`src/rtl/scpa_pkg.sv`:
```
// Shared types, constants and register codes for the size-class pool allocator.
// Used by every module of the allocator; depends on nothing.

package scpa_pkg;

   // Field widths fixed by the request and response formats.
   localparam int ADDR_W   = 16;
   localparam int SIZE_W   = 16;
   localparam int POOL_W   = 2;
   localparam int SLOT_W   = 3;
   localparam int NUM_POOLS = 4;
   localparam int MAX_SLOTS = 8;

   // Configuration port geometry.
   localparam int CSR_DATA_W = 32;
   localparam int CSR_ADDR_W = 5;
   localparam int CSR_IDX_LO = 2;

   // Default slot counts per pool.
   localparam int DEF_SLOTS_A = 1;
   localparam int DEF_SLOTS_B = 1;
   localparam int DEF_SLOTS_C = 5;
   localparam int DEF_SLOTS_D = 5;

   typedef logic [ADDR_W-1:0] addr_type;
   typedef logic [SIZE_W-1:0] size_type;
   typedef logic [SLOT_W-1:0] slot_type;
   typedef logic [POOL_W-1:0] pool_type;

   // Request kinds.
   typedef enum logic {
      REQ_ALLOC = 1'b0,
      REQ_FREE  = 1'b1
   } req_kind_type;

   // Register map, one word per register.
   typedef enum logic [2:0] {
      REG_CHUNK_SIZE_A = 3'd0,
      REG_CHUNK_SIZE_B = 3'd1,
      REG_CHUNK_SIZE_C = 3'd2,
      REG_CHUNK_SIZE_D = 3'd3,
      REG_BASE_ADDR_A  = 3'd4,
      REG_BASE_ADDR_B  = 3'd5,
      REG_BASE_ADDR_C  = 3'd6,
      REG_BASE_ADDR_D  = 3'd7
   } csr_reg_type;

   // Per-pool pool configuration as seen by the datapath.
   typedef struct packed {
      size_type chunk_size;
      addr_type base_addr;
   } pool_cfg_type;

   // Control from the top level to one pool for the beat being retired.
   typedef struct packed {
      logic         fire;
      req_kind_type kind;
      logic         grant;
      size_type     alloc_size;
      addr_type     free_address;
   } pool_req_type;

   // Status from one pool back to the top level.
   typedef struct packed {
      logic     avail;
      slot_type slot;
      addr_type addr;
      logic     hit;
   } pool_status_type;

endpackage

```
`src/rtl/scpa_csr.sv`:
```
// APB-style register file holding chunk sizes and base addresses of the four pools.
// Depends on scpa_pkg.

module scpa_csr (
   input  logic                                   clock,
   input  logic                                   reset,
   input  logic                                   psel,
   input  logic                                   penable,
   input  logic                                   pwrite,
   input  logic [scpa_pkg::CSR_ADDR_W-1:0]        paddr,
   input  logic [scpa_pkg::CSR_DATA_W-1:0]        pwdata,
   output logic [scpa_pkg::CSR_DATA_W-1:0]        prdata,
   output logic                                   pready,
   output scpa_pkg::pool_cfg_type [scpa_pkg::NUM_POOLS-1:0] pool_cfg
);

   scpa_pkg::size_type [scpa_pkg::NUM_POOLS-1:0] chunk_size_ff, chunk_size_in;
   scpa_pkg::addr_type [scpa_pkg::NUM_POOLS-1:0] base_addr_ff,  base_addr_in;
   scpa_pkg::csr_reg_type                        reg_sel;
   logic                                         wr_en;
   logic [scpa_pkg::SIZE_W-1:0]                  rd_word;

   assign pready  = 1'b1;
   assign wr_en   = psel & penable & pwrite;
   assign reg_sel = scpa_pkg::csr_reg_type'(paddr[scpa_pkg::CSR_ADDR_W-1:scpa_pkg::CSR_IDX_LO]);

   // Write decode: one register per access beat.
   always_comb begin
      chunk_size_in = chunk_size_ff;
      base_addr_in  = base_addr_ff;
      if (wr_en) begin
         unique case (reg_sel)
            scpa_pkg::REG_CHUNK_SIZE_A: chunk_size_in[0] = pwdata[scpa_pkg::SIZE_W-1:0];
            scpa_pkg::REG_CHUNK_SIZE_B: chunk_size_in[1] = pwdata[scpa_pkg::SIZE_W-1:0];
            scpa_pkg::REG_CHUNK_SIZE_C: chunk_size_in[2] = pwdata[scpa_pkg::SIZE_W-1:0];
            scpa_pkg::REG_CHUNK_SIZE_D: chunk_size_in[3] = pwdata[scpa_pkg::SIZE_W-1:0];
            scpa_pkg::REG_BASE_ADDR_A:  base_addr_in[0]  = pwdata[scpa_pkg::ADDR_W-1:0];
            scpa_pkg::REG_BASE_ADDR_B:  base_addr_in[1]  = pwdata[scpa_pkg::ADDR_W-1:0];
            scpa_pkg::REG_BASE_ADDR_C:  base_addr_in[2]  = pwdata[scpa_pkg::ADDR_W-1:0];
            scpa_pkg::REG_BASE_ADDR_D:  base_addr_in[3]  = pwdata[scpa_pkg::ADDR_W-1:0];
            default: ;
         endcase
      end
   end

   always_ff @(posedge clock) begin
      if (reset) begin
         chunk_size_ff <= '0;
         base_addr_ff  <= '0;
      end else begin
         chunk_size_ff <= chunk_size_in;
         base_addr_ff  <= base_addr_in;
      end
   end

   // Read decode.
   always_comb begin
      unique case (reg_sel)
         scpa_pkg::REG_CHUNK_SIZE_A: rd_word = chunk_size_ff[0];
         scpa_pkg::REG_CHUNK_SIZE_B: rd_word = chunk_size_ff[1];
         scpa_pkg::REG_CHUNK_SIZE_C: rd_word = chunk_size_ff[2];
         scpa_pkg::REG_CHUNK_SIZE_D: rd_word = chunk_size_ff[3];
         scpa_pkg::REG_BASE_ADDR_A:  rd_word = base_addr_ff[0];
         scpa_pkg::REG_BASE_ADDR_B:  rd_word = base_addr_ff[1];
         scpa_pkg::REG_BASE_ADDR_C:  rd_word = base_addr_ff[2];
         scpa_pkg::REG_BASE_ADDR_D:  rd_word = base_addr_ff[3];
         default:                    rd_word = '0;
      endcase
   end

   assign prdata = {{(scpa_pkg::CSR_DATA_W - scpa_pkg::SIZE_W){1'b0}}, rd_word};

   // Hand the configuration to the pools.
   always_comb begin
      for (int p = 0; p < scpa_pkg::NUM_POOLS; p++) begin
         pool_cfg[p].chunk_size = chunk_size_ff[p];
         pool_cfg[p].base_addr  = base_addr_ff[p];
      end
   end

endmodule

```
`src/rtl/scpa_pool.sv`:
```
// One pool: used flags, lowest-free search, slot addresses and free matching.
// Depends on scpa_pkg.

module scpa_pool #(
   parameter int SLOTS = scpa_pkg::DEF_SLOTS_A
) (
   input  logic                      clock,
   input  logic                      reset,
   input  scpa_pkg::pool_cfg_type    cfg,
   input  scpa_pkg::pool_req_type    req,
   output scpa_pkg::pool_status_type status
);

   logic [SLOTS-1:0]       used_ff, used_in;
   logic [SLOTS-1:0]       addr_hit;
   scpa_pkg::addr_type     slot_addr [SLOTS];
   logic                   any_free;
   scpa_pkg::slot_type     first_free;

   // Address of each slot, base plus slot times size, wrapping at 16 bits.
   always_comb begin
      for (int s = 0; s < SLOTS; s++) begin
         slot_addr[s] = cfg.base_addr
                      + scpa_pkg::addr_type'(cfg.chunk_size * scpa_pkg::size_type'(s));
         addr_hit[s]  = (slot_addr[s] == req.free_address);
      end
   end

   // Lowest free slot; scanning down leaves the lowest one selected.
   always_comb begin
      any_free   = 1'b0;
      first_free = '0;
      for (int s = SLOTS - 1; s >= 0; s--) begin
         if (!used_ff[s]) begin
            any_free   = 1'b1;
            first_free = scpa_pkg::slot_type'(s);
         end
      end
   end

   // Status for the top level; the address is picked by comparing each slot number.
   always_comb begin
      status.avail = any_free && (cfg.chunk_size == req.alloc_size);
      status.slot  = first_free;
      status.addr  = slot_addr[0];
      for (int s = 0; s < SLOTS; s++) begin
         if (scpa_pkg::slot_type'(s) == first_free) begin
            status.addr = slot_addr[s];
         end
      end
      status.hit   = |addr_hit;
   end

   // Flag update when the beat retires.
   always_comb begin
      used_in = used_ff;
      if (req.fire) begin
         if (req.kind == scpa_pkg::REQ_FREE) begin
            used_in = used_ff & ~addr_hit;
         end else if (req.grant) begin
            for (int s = 0; s < SLOTS; s++) begin
               if (scpa_pkg::slot_type'(s) == first_free) begin
                  used_in[s] = 1'b1;
               end
            end
         end
      end
   end

   always_ff @(posedge clock) begin
      if (reset) begin
         used_ff <= '0;
      end else begin
         used_ff <= used_in;
      end
   end

endmodule

```
`src/rtl/size_class_pool_allocator.sv`:
```
// Top level of the size-class pool allocator: request register, pool arbitration, response register.
// Depends on scpa_pkg, scpa_csr and scpa_pool.
//
//   Channel   Direction  Handshake                 Payload
//   req_      in         req_valid / req_ready     req_type, req_alloc_size, req_free_address
//   rsp_      out        rsp_valid / rsp_ready     rsp_success, rsp_chunk_address,
//                                                  rsp_pool_index, rsp_slot_index
//   csr       in/out     psel, penable, pready     paddr, pwdata, prdata, pwrite
//
// Each request is held in the request register and then retires into the response
// register, so one beat per cycle is sustained while rsp_ready stays high; the
// combinational path between them is the slot-address compare and the four-pool priority pick.
// Reset (synchronous) clears all used flags, the CSRs and the valid flags; no sweep is needed.
// A stalled response holds the request register; req_ready drops only while both are
// full and the response beat is held off.

module size_class_pool_allocator #(
   parameter int SLOTS_A = scpa_pkg::DEF_SLOTS_A,
   parameter int SLOTS_B = scpa_pkg::DEF_SLOTS_B,
   parameter int SLOTS_C = scpa_pkg::DEF_SLOTS_C,
   parameter int SLOTS_D = scpa_pkg::DEF_SLOTS_D
) (
   input  logic                                clock,
   input  logic                                reset,
   // Request channel.
   input  logic                                req_valid,
   output logic                                req_ready,
   input  logic                                req_type,
   input  logic [scpa_pkg::SIZE_W-1:0]         req_alloc_size,
   input  logic [scpa_pkg::ADDR_W-1:0]         req_free_address,
   // Response channel.
   output logic                                rsp_valid,
   input  logic                                rsp_ready,
   output logic                                rsp_success,
   output logic [scpa_pkg::ADDR_W-1:0]         rsp_chunk_address,
   output logic [scpa_pkg::POOL_W-1:0]         rsp_pool_index,
   output logic [scpa_pkg::SLOT_W-1:0]         rsp_slot_index,
   // Configuration port.
   input  logic                                psel,
   input  logic                                penable,
   input  logic                                pwrite,
   input  logic [scpa_pkg::CSR_ADDR_W-1:0]     paddr,
   input  logic [scpa_pkg::CSR_DATA_W-1:0]     pwdata,
   output logic [scpa_pkg::CSR_DATA_W-1:0]     prdata,
   output logic                                pready
);

   localparam int POOL_SLOTS [scpa_pkg::NUM_POOLS] = '{SLOTS_A, SLOTS_B, SLOTS_C, SLOTS_D};

   scpa_pkg::pool_cfg_type    [scpa_pkg::NUM_POOLS-1:0] pool_cfg;
   scpa_pkg::pool_req_type    [scpa_pkg::NUM_POOLS-1:0] pool_req;
   scpa_pkg::pool_status_type [scpa_pkg::NUM_POOLS-1:0] pool_status;

   logic                     req_valid_ff, req_valid_in;
   scpa_pkg::req_kind_type   req_kind_ff;
   scpa_pkg::size_type       alloc_size_ff;
   scpa_pkg::addr_type       free_address_ff;

   logic                     rsp_valid_ff, rsp_valid_in;
   logic                     success_ff, success_in;
   scpa_pkg::addr_type       chunk_address_ff, chunk_address_in;
   scpa_pkg::pool_type       pool_index_ff, pool_index_in;
   scpa_pkg::slot_type       slot_index_ff, slot_index_in;

   logic                                 advance;
   logic                                 load_req;
   logic [scpa_pkg::NUM_POOLS-1:0]       grant;
   logic                                 granted;
   logic                                 any_hit;
   scpa_pkg::pool_type                   grant_pool;

   // Configuration registers.
   scpa_csr u_csr (
      .clock    (clock),
      .reset    (reset),
      .psel     (psel),
      .penable  (penable),
      .pwrite   (pwrite),
      .paddr    (paddr),
      .pwdata   (pwdata),
      .prdata   (prdata),
      .pready   (pready),
      .pool_cfg (pool_cfg)
   );

   // Handshake: the held request retires into the response register when that register is empty or being read.
   assign advance   = req_valid_ff && (!rsp_valid_ff || rsp_ready);
   assign req_ready = !req_valid_ff || advance;
   assign load_req  = req_valid && req_ready;

   always_comb begin
      req_valid_in = req_valid_ff;
      if (load_req) begin
         req_valid_in = 1'b1;
      end else if (advance) begin
         req_valid_in = 1'b0;
      end
   end

   always_ff @(posedge clock) begin
      if (reset) begin
         req_valid_ff <= 1'b0;
      end else begin
         req_valid_ff <= req_valid_in;
      end
   end

   always_ff @(posedge clock) begin
      if (load_req) begin
         req_kind_ff     <= scpa_pkg::req_kind_type'(req_type);
         alloc_size_ff   <= req_alloc_size;
         free_address_ff <= req_free_address;
      end
   end

   // First pool in order A to D that matches the size and has a free slot wins.
   always_comb begin
      grant      = '0;
      granted    = 1'b0;
      grant_pool = '0;
      any_hit    = 1'b0;
      for (int p = 0; p < scpa_pkg::NUM_POOLS; p++) begin
         if (pool_status[p].avail && !granted) begin
            grant[p]   = 1'b1;
            granted    = 1'b1;
            grant_pool = scpa_pkg::pool_type'(p);
         end
         any_hit = any_hit | pool_status[p].hit;
      end
   end

   always_comb begin
      for (int p = 0; p < scpa_pkg::NUM_POOLS; p++) begin
         pool_req[p].fire         = advance;
         pool_req[p].kind         = req_kind_ff;
         pool_req[p].grant        = grant[p];
         pool_req[p].alloc_size   = alloc_size_ff;
         pool_req[p].free_address = free_address_ff;
      end
   end

   // The four pools.
   for (genvar g = 0; g < scpa_pkg::NUM_POOLS; g++) begin : g_pool
      scpa_pool #(
         .SLOTS (POOL_SLOTS[g])
      ) u_pool (
         .clock  (clock),
         .reset  (reset),
         .cfg    (pool_cfg[g]),
         .req    (pool_req[g]),
         .status (pool_status[g])
      );
   end

   // Response beat; failed allocations and frees carry zero address and indexes.
   always_comb begin
      success_in       = 1'b0;
      chunk_address_in = '0;
      pool_index_in    = '0;
      slot_index_in    = '0;
      if (req_kind_ff == scpa_pkg::REQ_FREE) begin
         success_in = any_hit;
      end else if (granted) begin
         success_in       = 1'b1;
         chunk_address_in = pool_status[grant_pool].addr;
         pool_index_in    = grant_pool;
         slot_index_in    = pool_status[grant_pool].slot;
      end
   end

   always_comb begin
      rsp_valid_in = rsp_valid_ff;
      if (advance) begin
         rsp_valid_in = 1'b1;
      end else if (rsp_ready) begin
         rsp_valid_in = 1'b0;
      end
   end

   always_ff @(posedge clock) begin
      if (reset) begin
         rsp_valid_ff <= 1'b0;
      end else begin
         rsp_valid_ff <= rsp_valid_in;
      end
   end

   always_ff @(posedge clock) begin
      if (advance) begin
         success_ff       <= success_in;
         chunk_address_ff <= chunk_address_in;
         pool_index_ff    <= pool_index_in;
         slot_index_ff    <= slot_index_in;
      end
   end

   assign rsp_valid         = rsp_valid_ff;
   assign rsp_success       = success_ff;
   assign rsp_chunk_address = chunk_address_ff;
   assign rsp_pool_index    = pool_index_ff;
   assign rsp_slot_index    = slot_index_ff;

endmodule
```
`config.mk`:
```
export PLATFORM = sky130hd
export DESIGN_NAME = size_class_pool_allocator
export DESIGN_NICKNAME = d
export VERILOG_FILES = /design/src/rtl/scpa_pkg.sv /design/src/rtl/scpa_csr.sv /design/src/rtl/scpa_pool.sv /design/src/rtl/size_class_pool_allocator.sv
export SDC_FILE = /design/constraint.sdc
export NUM_CORES = 1
export LEC_CHECK = 0
export BUFFER_PORTS_ARGS = -buffer_cell sky130_fd_sc_hd__buf_2
export CAP_MARGIN = 10
export CORE_ASPECT_RATIO = 1.5
export CORE_MARGIN = 2
export CORE_UTILIZATION = 40
export CTS_CLUSTER_SIZE = 28
export DETAILED_ROUTE_END_ITERATION = 10
export MAX_ROUTING_LAYER = met4
export PLACE_DENSITY = 0.66
export SYNTH_ARGS = -nofsm -noshare
export SYNTH_HDL_FRONTEND = slang
export SYNTH_SLANG_ARGS = --single-unit
export TNS_END_PERCENT = 30
```
`constraint.sdc`:
```
create_clock -name clock -period 4.03 [get_ports clock]
set_clock_uncertainty 0.2 [all_clocks]
set_input_delay 0.806 -clock clock [delete_from_list [all_inputs] [get_ports clock]]
set_output_delay 0.806 -clock clock [all_outputs]
set_load 0.05 [all_outputs]
```
Yosys cells after proc, flatten, opt, wreduce, memory -nomap -nowiden
Cells that the tools add are included.
{ "word_totals": {"regBits": 197, "inputBits": 77, "out_inout_bits": 57, "wordCells": 210} }
{ "classes": {"add_sub_neg": 8, "multipliers": 2, "order_cmp": 1, "eq_ne": 31, "n_mux": 67, "bitwise_logic": 14, "n_reduce_logical": 58} }
{ "ops": {"columns": ["cell", "n"], "rows": [
  ["$eq 16x16->1", 16],
  ["$add 16x16->16", 8],
  ["$mux 16", 8],
  ["$pmux 16 s8", 1],
  ["$bmux 21 s2", 1],
  ["$mux 1", 40],
  ["$mul 16x2->16 const B", 2],
  ["$reduce_bool 2->1", 16],
  ["$mux 3", 10],
  ["$reduce_and 3->1", 10],
  ["$mux 20", 1],
  ["$mux 5", 4],
  ["$reduce_and 2->1", 10],
  ["$eq 2x3->1 const A", 4],
  ["$eq 3x3->1 const B", 4],
  ["$and 5x5->5", 2],
  ["$not 5->5", 2],
  ["$reduce_or 5->1", 2],
  ["$logic_and 1x1->1", 9],
  ["$logic_not 3->1", 3],
  ["$eq 1x3->1 const A", 2],
  ["$eq 3x2->1 const B", 2],
  ["$eq 3x3->1 const A", 2],
  ["$logic_not 1->1", 5],
  ["other kinds (8)", 17]
]} }

Logic depth before layout (Yosys ltp)
Gate-level depths: netlist of run 1.
{ "logic_depth": {"depth_word": 14, "depth_mapped": 14} }

Modules after synthesis
From an unflattened synthesis of run 1, not the netlist that was laid out.
{ "unflattened": {"cells_unflattened": 2609, "hier_area_um2": 21854.7} }
{ "by_module_without_submodules": {"columns": ["module", "n_inst", "cells_each", "area_per_inst_um2"], "rows": [
  ["scpa_csr", 1, 650, 6216.0],
  ["scpa_pool at g_pool[3].u_pool", 1, 801, 5889.4],
  ["scpa_pool at g_pool[2].u_pool", 1, 787, 5764.3],
  ["size_class_pool_allocator", 1, 235, 2894.0],
  ["scpa_pool at g_pool[0].u_pool ...", 2, 68, 545.5]
]} }

Worst setup path after synthesis of run 1
Ideal clock, no wire load.
{ "synth_timing": {"path_kind": "register to register", "start": "register u_csr.chunk_size_ff (netlist bit u_csr.pool_cfg[113])", "end": "register success_ff, in the netlist rsp_success, data pin", "setup_time_ns": 0.267, "arrival_ns": 3.372, "path_slack_ns": 0.191, "path_stages_with_launch": 15, "path_buffers": 0, "period_less_slack_ns": 3.839, "cell_sequence": "dfxtp_1 fa_1 ha_1 inv_1 fa_1 nand2b_1 a21oi_1 a211o_1 a221o_1 a21o_1 xnor3_1 nand4_1 o31ai_1 nor4bb_1 a31oi_1"} }
{ "synth_between": {"elab_chain_len": 6, "word_cells_on_any_way": 17, "cone_classes": "add/sub: 4; mul: 1; eq/ne: 5; mux: 3; bitwise: 1; reduce/logical: 3"} }
{ "synth_lines": {"columns": ["element", "line_no", "text"], "rows": [
  ["start, declared", "scpa_csr.sv:17", "scpa_pkg::size_type [scpa_pkg::NUM_POOLS-1:0] chunk_size_ff, chunk_size_in;"],
  ["start signal, assigned", "scpa_csr.sv:51", "chunk_size_ff <= chunk_size_in;"],
  ["$mul 16x2->16 / $eq 16x16->1 (equally long branches)", "scpa_pool.sv:24, scpa_pool.sv:43", null],
  ["$add 16x16->16 / $logic_and 1x1->1 (equally long branches)", "scpa_pool.sv:24, scpa_pool.sv:43", null],
  ["$eq 16x16->1 / $logic_and 1x1->1 (equally long branches)", "scpa_pool.sv:25, size_class_pool_allocator.sv:123", null],
  ["$reduce_or 5->1 / $mux 1 (equally long branches)", "scpa_pool.sv:51, size_class_pool_allocator.sv:123", null],
  ["$or 1x1->1 / $mux 1 (equally long branches)", "size_class_pool_allocator.sv:128, size_class_pool_allocator.sv:163", null],
  ["$mux 1 (*)", "size_class_pool_allocator.sv:161", "if (req_kind_ff == scpa_pkg::REQ_FREE) begin"],
  ["named net success_in", "size_class_pool_allocator.sv:60", "logic success_ff, success_in;"],
  ["end signal, assigned", "size_class_pool_allocator.sv:190", "success_ff <= success_in;"],
  ["end, declared", "size_class_pool_allocator.sv:60", null]
]} }
The timed path passes the listed nets; every way through them passes the cells marked *.
A chain may end at the register's enable or synchronous reset.

Final worst setup path of run 1
{ "layout_timing": {"start": "register u_csr.base_addr_ff (netlist bit u_csr.pool_cfg[97])", "end": "register success_ff, in the netlist rsp_success, data pin"} }
{ "layout_between": {"elab_chain_len": 5, "word_cells_on_any_way": 12, "cone_classes": "add/sub: 4; eq/ne: 5; mux: 1; bitwise: 1; reduce/logical: 1"} }
{ "layout_lines": {"columns": ["element", "line_no", "text"], "rows": [
  ["start, declared", "scpa_csr.sv:18", "scpa_pkg::addr_type [scpa_pkg::NUM_POOLS-1:0] base_addr_ff, base_addr_in;"],
  ["start signal, assigned", "scpa_csr.sv:52", "base_addr_ff <= base_addr_in;"],
  ["$add 16x16->16", "scpa_pool.sv:24", "+ scpa_pkg::addr_type'(cfg.chunk_size * scpa_pkg::size_type'(s));"],
  ["$eq 16x16->1", "scpa_pool.sv:25", "addr_hit[s] = (slot_addr[s] == req.free_address);"],
  ["$reduce_or 5->1 (*)", "scpa_pool.sv:51", "status.hit = |addr_hit;"],
  ["$or 1x1->1 (*)", "size_class_pool_allocator.sv:128", "any_hit = any_hit | pool_status[p].hit;"],
  ["$mux 1 (*)", "size_class_pool_allocator.sv:161", null],
  ["named net success_in", "size_class_pool_allocator.sv:60", null]
]} }
Marked as above.

==> flow_summary_export.csv, run 1 <==
group,metric,value,unit
run_status,status,"finished, violations left",
run_status,violations,"setup timing",
job,drv_cap,0,
synthesis,synthTopCellsByCount,"386 x nand2_1, 258 x a21oi_1, 188 x nor2_1",
critical_path,path_cells,"fa_1 -> ha_1 -> inv_1 -> fa_1 -> nand2b_1 -> a21oi_1 -> a211o_1 -> a221o_1 -> a21o_1 -> xnor3_1 -> nand4_1 -> o31ai_2 -> nor4bb_1 -> a31oi_1",
finish,stdcell_count,3676,
critical_path,start_kind,"register",
critical_path,worst_ep_required_time,4050,ps
sta,slew_viol_final,0,
critical_path,path_delay_family,"adder cells",
synthesis,ys_ff_latch,197,
sta,fmax,0.244,GHz
critical_path,critPathMostFrequentCell,"fa_1",
sta,hold_viol_final,0,
finish,drive_gt1_frac,0.219,
clock_network,cts_max_path_buffers,2,
sta,maxSlewHeadroom,0.415,
grt,overflow,0,
floorplan,core_area,0.0504,mm²
sta,fin_crit_sh,1.02,
min_path,worstHoldStart,"u_csr.pool_cfg[16]",
synthesis,syn_area_per_cell,7.77,µm²
critical_path,reg2reg_depth,14,
critical_path,r2r_setup_slack,-60,ps
power_and_ir_drop,ir_drop,0.000309,V
synthesis,synth_flop_cell,"dfxtp_1",
sta,setup_viol,2,
finish,fin_nets,3216,
sta,fin_tns_setup,-71.1,ps
routing,avgViaCountPerCell,6.19,
routing,ant_nets,0,
sta,worst_slack,-62.2,ps
synthesis,ys_async_sr_fraction,0,
grt,grt.total_usage,0.397,
routing,drt-initial-drc-count,2485,
clock_network,clk_pin_slew,90,ps
routing,drt_pass1_iterations,7,
synthesis,synth_area,0.0203,mm²
placed_design,hpwl,83000,µm
floorplan,die_w,188,µm
clock_network,clockRootBuffer,"clkbuf_16",
finish,fill_cells,4982,
floorplan,start_util,0.403,
routing,vias,22800,
synthesis,synth_enable_flop_cells,55,
critical_path,critical_path.endpoint_type,"register",
min_path,hold_class,"reg2reg",
sta,tightest_slew,868,ps
critical_path,max_stage_delay,530,ps
min_path,hold_path_end,"u_csr.pool_cfg[16]",
floorplan,die_area,0.0526,mm²
clock_network,htreeDepth,4,
routing,route.detailed.wl_per_inst,28.3,µm
synthesis,synth_cells,2614,
clock_network,cts_tree,"yes",
placed_design,dp_cells,3636,
floorplan,ios,134,
grt,grt_max_degree,66,
synthesis,synth_top_area_frac,0.140,
clock_network,clock_latency,490,ps
clock_network,clock_sinks,197,
critical_path,critical_path_buf_inv_count,1,
synthesis,yosysWarnings,0,
floorplan,die_h,280,µm
synthesis,synthTopCellsByArea,"dfxtp_1 14%, edfxtp_1 8.1%, xor2_1 7.8%, nand2_1 7.1%, ha_1 6.9%",
sta,worst_hold_slack,288,ps
synthesis,synth.distinct_cells,102,
placed_design,routabilityCongestion,1.06,
power_and_ir_drop,leakage,10.7,nW
clock_network,cts_buffers,17,
placed_design,place.port_buffers,98,
routing,drcViolationCount,0,
critical_path,worst-path-max-fanout,3,
synthesis,ys_seq_area_frac,0.221,
finish,syn_to_final_growth,23.7,%
critical_path,r2r-end,"rsp_success",
critical_path,r2r-start,"u_csr.pool_cfg[97]",
synthesis,synth_top_area_cell,"dfxtp_1",
power_and_ir_drop,power_density,200,mW/mm²
finish,final_core_util,0.498,
sta,rsz0062_at_grt,"true",
critical_path,crit_path_top_delay_cell,"fa_1",
power_and_ir_drop,finalPower,5.02,mW
floorplan,num_rows,101,
grt,antenna_found_initial,2,
grt,grt_pass1_vias,21900,
critical_path,crit_type,"reg2reg",
routing,routed_wl,104000,µm
grt,grt_first_pass_wirelength,148000,µm
synthesis,synthMostInstantiatedCell,"nand2_1",
sta,fin_crit,4090,ps
clock_network,cts_hold_buf,0,
critical_path,cp.arrival,4110,ps
min_path,hold_depth,2,
==> routing by layer <==
layer,global-route usage,up-vias,wire length [µm]
met2,0.626,1272,46800
li1,-,10200,-
met3,0.0453,402,7260
met1,0.462,10900,39900
met5,-,-,0
met4,0.308,0,9930
==> placed cells by master, fill, tap and decap left out, types with 17 or more instances in the layout <==
master / count
o22ai_1: 20
a221oi_1: 34
xnor2_1: 139
xor2_1: 176
o21ai_0: 91
and3_1: 18
ha_1: 111
o21a_1: 17
inv_1: 53
a31oi_1: 18
edfxtp_1: 55
nor3_1: 52
o211ai_1: 29
buf_2: 97
a211oi_1: 33
nor4_1: 41
nor2_1: 188
dfxtp_1: 134
fa_1: 35
nand3_1: 50
nor2b_1: 18
nand2_1: 386
a21o_1: 36
mux2i_1: 32
nand4_1: 38
nand2b_1: 25
conb_1: 17
clkbuf_16: 17
buf_4: 424
a21oi_1: 258
o21ai_1: 28
==> worst register-to-register path, stage by stage, from the launching register on <==
cell and delay, ps:
dfxtp_2 350, fa_1 530, ha_1 160, inv_1 60, fa_1 500, nand2b_1 190, a21oi_1 210, a211o_1 210
a221o_1 150, a21o_1 150, xnor3_1 310, nand4_1 200, o31ai_2 110, nor4bb_1 350, a31oi_1 150
==> cell type report <==
cell class	count	area [µm²]	area share
diodes	3	7.51	0.000299
clock buffers	17	425	0.0169
clock inverters	15	234	0.00931
inverters	55	206	0.00821
multi-input cells	2188	15000	0.598
flip-flops and latches	197	4500	0.179
well taps	669	837	0.0333
repair buffers	532	3880	0.154
==> worst max-delay path by stage <==
stage / depth (start not counted) / slack, ps / to / start
global placement: 14 / -90 / rsp_success / u_csr.pool_cfg[80]
global route: 14 / -180 / rsp_success / u_csr.pool_cfg[81]
detailed placement: 14 / -160 / rsp_success / u_csr.pool_cfg[80]
finish: 14 / -60 / rsp_success / u_csr.pool_cfg[97]
CTS: 15 / -30 / rsp_success / u_csr.pool_cfg[97]
floorplan: 14 / 190 / rsp_success / u_csr.pool_cfg[113]
==> power breakdown <==
part           switching [mW]  internal [mW]
Combinational           0.612          0.310
Clock                    1.02          0.933
Sequential             0.0780           2.08
Total                    1.71           3.32
==> registers in the layout (all words and copies together), names as in the netlist <==
name / cells
g_pool.u_pool.used_ff: 12
u_csr.pool_cfg: 128
rsp_valid: 1
rsp_pool_index: 2
rsp_success: 1
req_valid_ff: 1
req_kind_ff: 1
alloc_size_ff: 16
rsp_slot_index: 3
free_address_ff: 16
rsp_chunk_address: 16
==> cell families after synthesis <==
| family | count (synthesis) | synth area share |
|---|---|---|
| compound gates | 747 | 0.242 |
| xor+xnor | 334 | 0.151 |
| fa+ha+maj | 148 | 0.104 |
| buf+inv | 244 | 0.0524 |
| flops | 197 | 0.221 |
| mux | 45 | 0.0257 |
| other cells | 2 | 0.000370 |
| simple gates | 897 | 0.203 |
==> per-stage QoR <==
stage               setup slack [ps]  instance area [µm²]
finish                         -62.2                25100
global route                    -177                25100
CTS                            -28.1                24900
detailed placement              -158                24200
global placement               -90.2                24200
floorplan                        191                20400
==> timing repair <==
action	4_1_cts	5_1_grt
pin swaps	4	16
buffers inserted	2	3
endpoints found under the setup margin	8	18
cloned	0	0
gates resized for setup	10	41
No activity file was read; power rests on OpenSTA's default activity.
==> run 2, diff against run 1 <==
--- a/config.mk
+++ b/config.mk
@@ -10,6 +10,7 @@
 export CORE_ASPECT_RATIO = 1.5
 export CORE_MARGIN = 2
 export CORE_UTILIZATION = 40
+export CTS_BUF_LIST = sky130_fd_sc_hd__clkbuf_8
 export CTS_CLUSTER_SIZE = 28
 export DETAILED_ROUTE_END_ITERATION = 10
 export MAX_ROUTING_LAYER = met4
==> run 2 against run 1 <==
Against the previous run: the flow still finishes with violations (setup timing); sequential power barely moved; critical path type unchanged; final area shrank 0.87%; non-clock buffer count did not move.
==> flow_summary_export.csv, run 2 (same netlist as run 1, synthesis figures left out) <==
group,metric,value,unit
clock_network,cts_hold_buf,0,
routing,vias,22600,
critical_path,r2r_setup_slack,-70,ps
clock_network,clockRootBuffer,"clkbuf_8",
routing,routed_wl,104000,µm
floorplan,core_area,0.0504,mm²
floorplan,num_rows,101,
critical_path,reg2reg_depth,14,
power_and_ir_drop,switching_power,1.66,mW
clock_network,clock_sinks,197,
sta,fin_crit,4100,ps
finish,drive_gt1_frac,0.217,
floorplan,die_area,0.0526,mm²
floorplan,die_h,280,µm
power_and_ir_drop,pwr-share-clk,0.333,
grt,overflow,0,
critical_path,cp.arrival,4190,ps
grt,grt_pass1_vias,21900,
placed_design,dp_cells,3636,
grt,grt.total_usage,0.397,
routing,ant_nets,0,
power_and_ir_drop,p_comb_frac,0.200,
finish,stdcell_count,3675,
power_and_ir_drop,power_density,185,mW/mm²
floorplan,die_w,188,µm
placed_design,hpwl,83000,µm
grt,grt_first_pass_wirelength,148000,µm
sta,rsz0062_at_grt,"true",
finish,fin_nets,3216,
finish,final_core_util,0.494,
grt,antenna_found_initial,2,
sta,fin_crit_sh,1.02,
power_and_ir_drop,p_seq_frac,0.467,
finish,layout_common_cells,"424 x buf_4, 386 x nand2_1, 258 x a21oi_1",
clock_network,clock_latency,550,ps
run_status,violations,"setup timing",
power_and_ir_drop,ir_drop,0.000223,V
critical_path,start_kind,"register",
sta,slew_viol_final,0,
job,drv_cap,0,
critical_path,r2r-end,"rsp_success",
power_and_ir_drop,leakage,10.6,nW
grt,grt_max_degree,66,
finish,syn_to_final_growth,22.6,%
sta,hold_viol_final,0,
routing,avgViaCountPerCell,6.16,
power_and_ir_drop,switching_share,0.360,
routing,route.detailed.wl_per_inst,28.2,µm
placed_design,place_ws,-158,ps
power_and_ir_drop,p_int,2.95,mW
min_path,hold_class,"in2reg",
finish,mostFrequentLayoutCell,"buf_4",
sta,fmax,0.244,GHz
routing,drcViolationCount,0,
clock_network,htreeDepth,4,
sta,worst_slack,-68.8,ps
finish,fin_area,0.0249,mm²
min_path,worstHoldStart,"req_alloc_size[10]",
critical_path,critical_path.endpoint_type,"register",
critical_path,r2r-start,"u_csr.pool_cfg[97]",
critical_path,worst_ep_required_time,4130,ps
floorplan,ios,134,
min_path,hold_depth,1,
placed_design,place.port_buffers,98,
placed_design,routabilityCongestion,1.06,
sta,tightest_slew,859,ps
placed_design,placed_cell_area,0.0242,mm²
critical_path,crit_type,"reg2reg",
routing,drt_pass1_iterations,9,
finish,largest_register_ffs,128,
clock_network,cts_max_path_buffers,2,
clock_network,cts_buffers,17,
floorplan,start_util,0.403,
min_path,hold_path_end,"alloc_size_ff[10]",
sta,maxSlewHeadroom,0.421,
clock_network,clk_pin_slew,130,ps
critical_path,worst-path-max-fanout,3,
routing,drt-initial-drc-count,2213,
run_status,status,"finished, violations left",
clock_network,cts_tree,"yes",
sta,setup_viol,2,
## run 2: cell types whose count changed in the layout (fill, tap and decap cells not counted), moves of 2 or more
cell and change:
a211oi_1 +2, a211oi_2 -2, clkbuf_16 -17, clkbuf_8 +17, dfxtp_2 -2
## run 2: final cells by class
cell class	count	area (µm²)
flip-flops and latches	197	4510
clock buffers	17	234
inverters	55	206
well taps	669	837
multi-input cells	2188	15000
fillers	5018	25500
clock inverters	15	234
repair buffers	532	3880
diodes	2	5.00
## run 2: power by group through the flow
stage          Sequential, mW  Clock [mW]  Combinational, mW
2_1_floorplan            2.19           0              0.511
3_3_place_gp             2.20           0              0.880
3_5_place_dp             2.20           0              0.885
4_1_cts                  2.15        1.55              0.891
5_1_grt                  2.15        1.61              0.954
6_report                 2.15        1.54              0.920
## run 2: worst max path at each step
stage / from / endpoint / slack, ps / cells past startpoint
CTS: u_csr.pool_cfg[97] / rsp_success / -40 / 15
global route: u_csr.pool_cfg[80] / rsp_success / -300 / 14
detailed placement: u_csr.pool_cfg[80] / rsp_success / -160 / 14
finish: u_csr.pool_cfg[97] / rsp_success / -70 / 14
floorplan: u_csr.pool_cfg[113] / rsp_success / 190 / 14
global placement: u_csr.pool_cfg[80] / rsp_success / -90 / 14
## run 2: routing by layer
metal,GRT usage,routed length [µm],share of wire
met5,-,0,0
met4,0.302,9640,0.093
met2,0.630,47200,0.45
met1,0.461,40000,0.39
met3,0.0455,6930,0.067
## run 2: repair_timing
item	in CTS	in global routing
pin swaps	4	14
endpoints found under the setup margin	9	18
setup buffers	2	3
resized for setup	10	38
## run 2: per-stage QoR
stage | hold WS (ps) | power [mW] | TNS [ps]
global route | 208 | 4.72 | -840
CTS | 200 | 4.60 | -36.5
finish | 224 | 4.61 | -102
detailed placement | 277 | 3.08 | -327
global placement | 269 | 3.08 | -203
floorplan | 258 | 2.70 | 0
## run 2: worst max-delay path: stages, from the launching register on
cell and delay [ps]:
dfxtp_2 360, fa_1 530, ha_1 150, inv_1 60, fa_1 510, nand2b_1 200, a21oi_1 220, a211o_1 210
a221o_1 150, a21o_1 150, xnor3_1 310, nand4_1 190, o31ai_2 100, nor4bb_1 360, a31oi_1 150
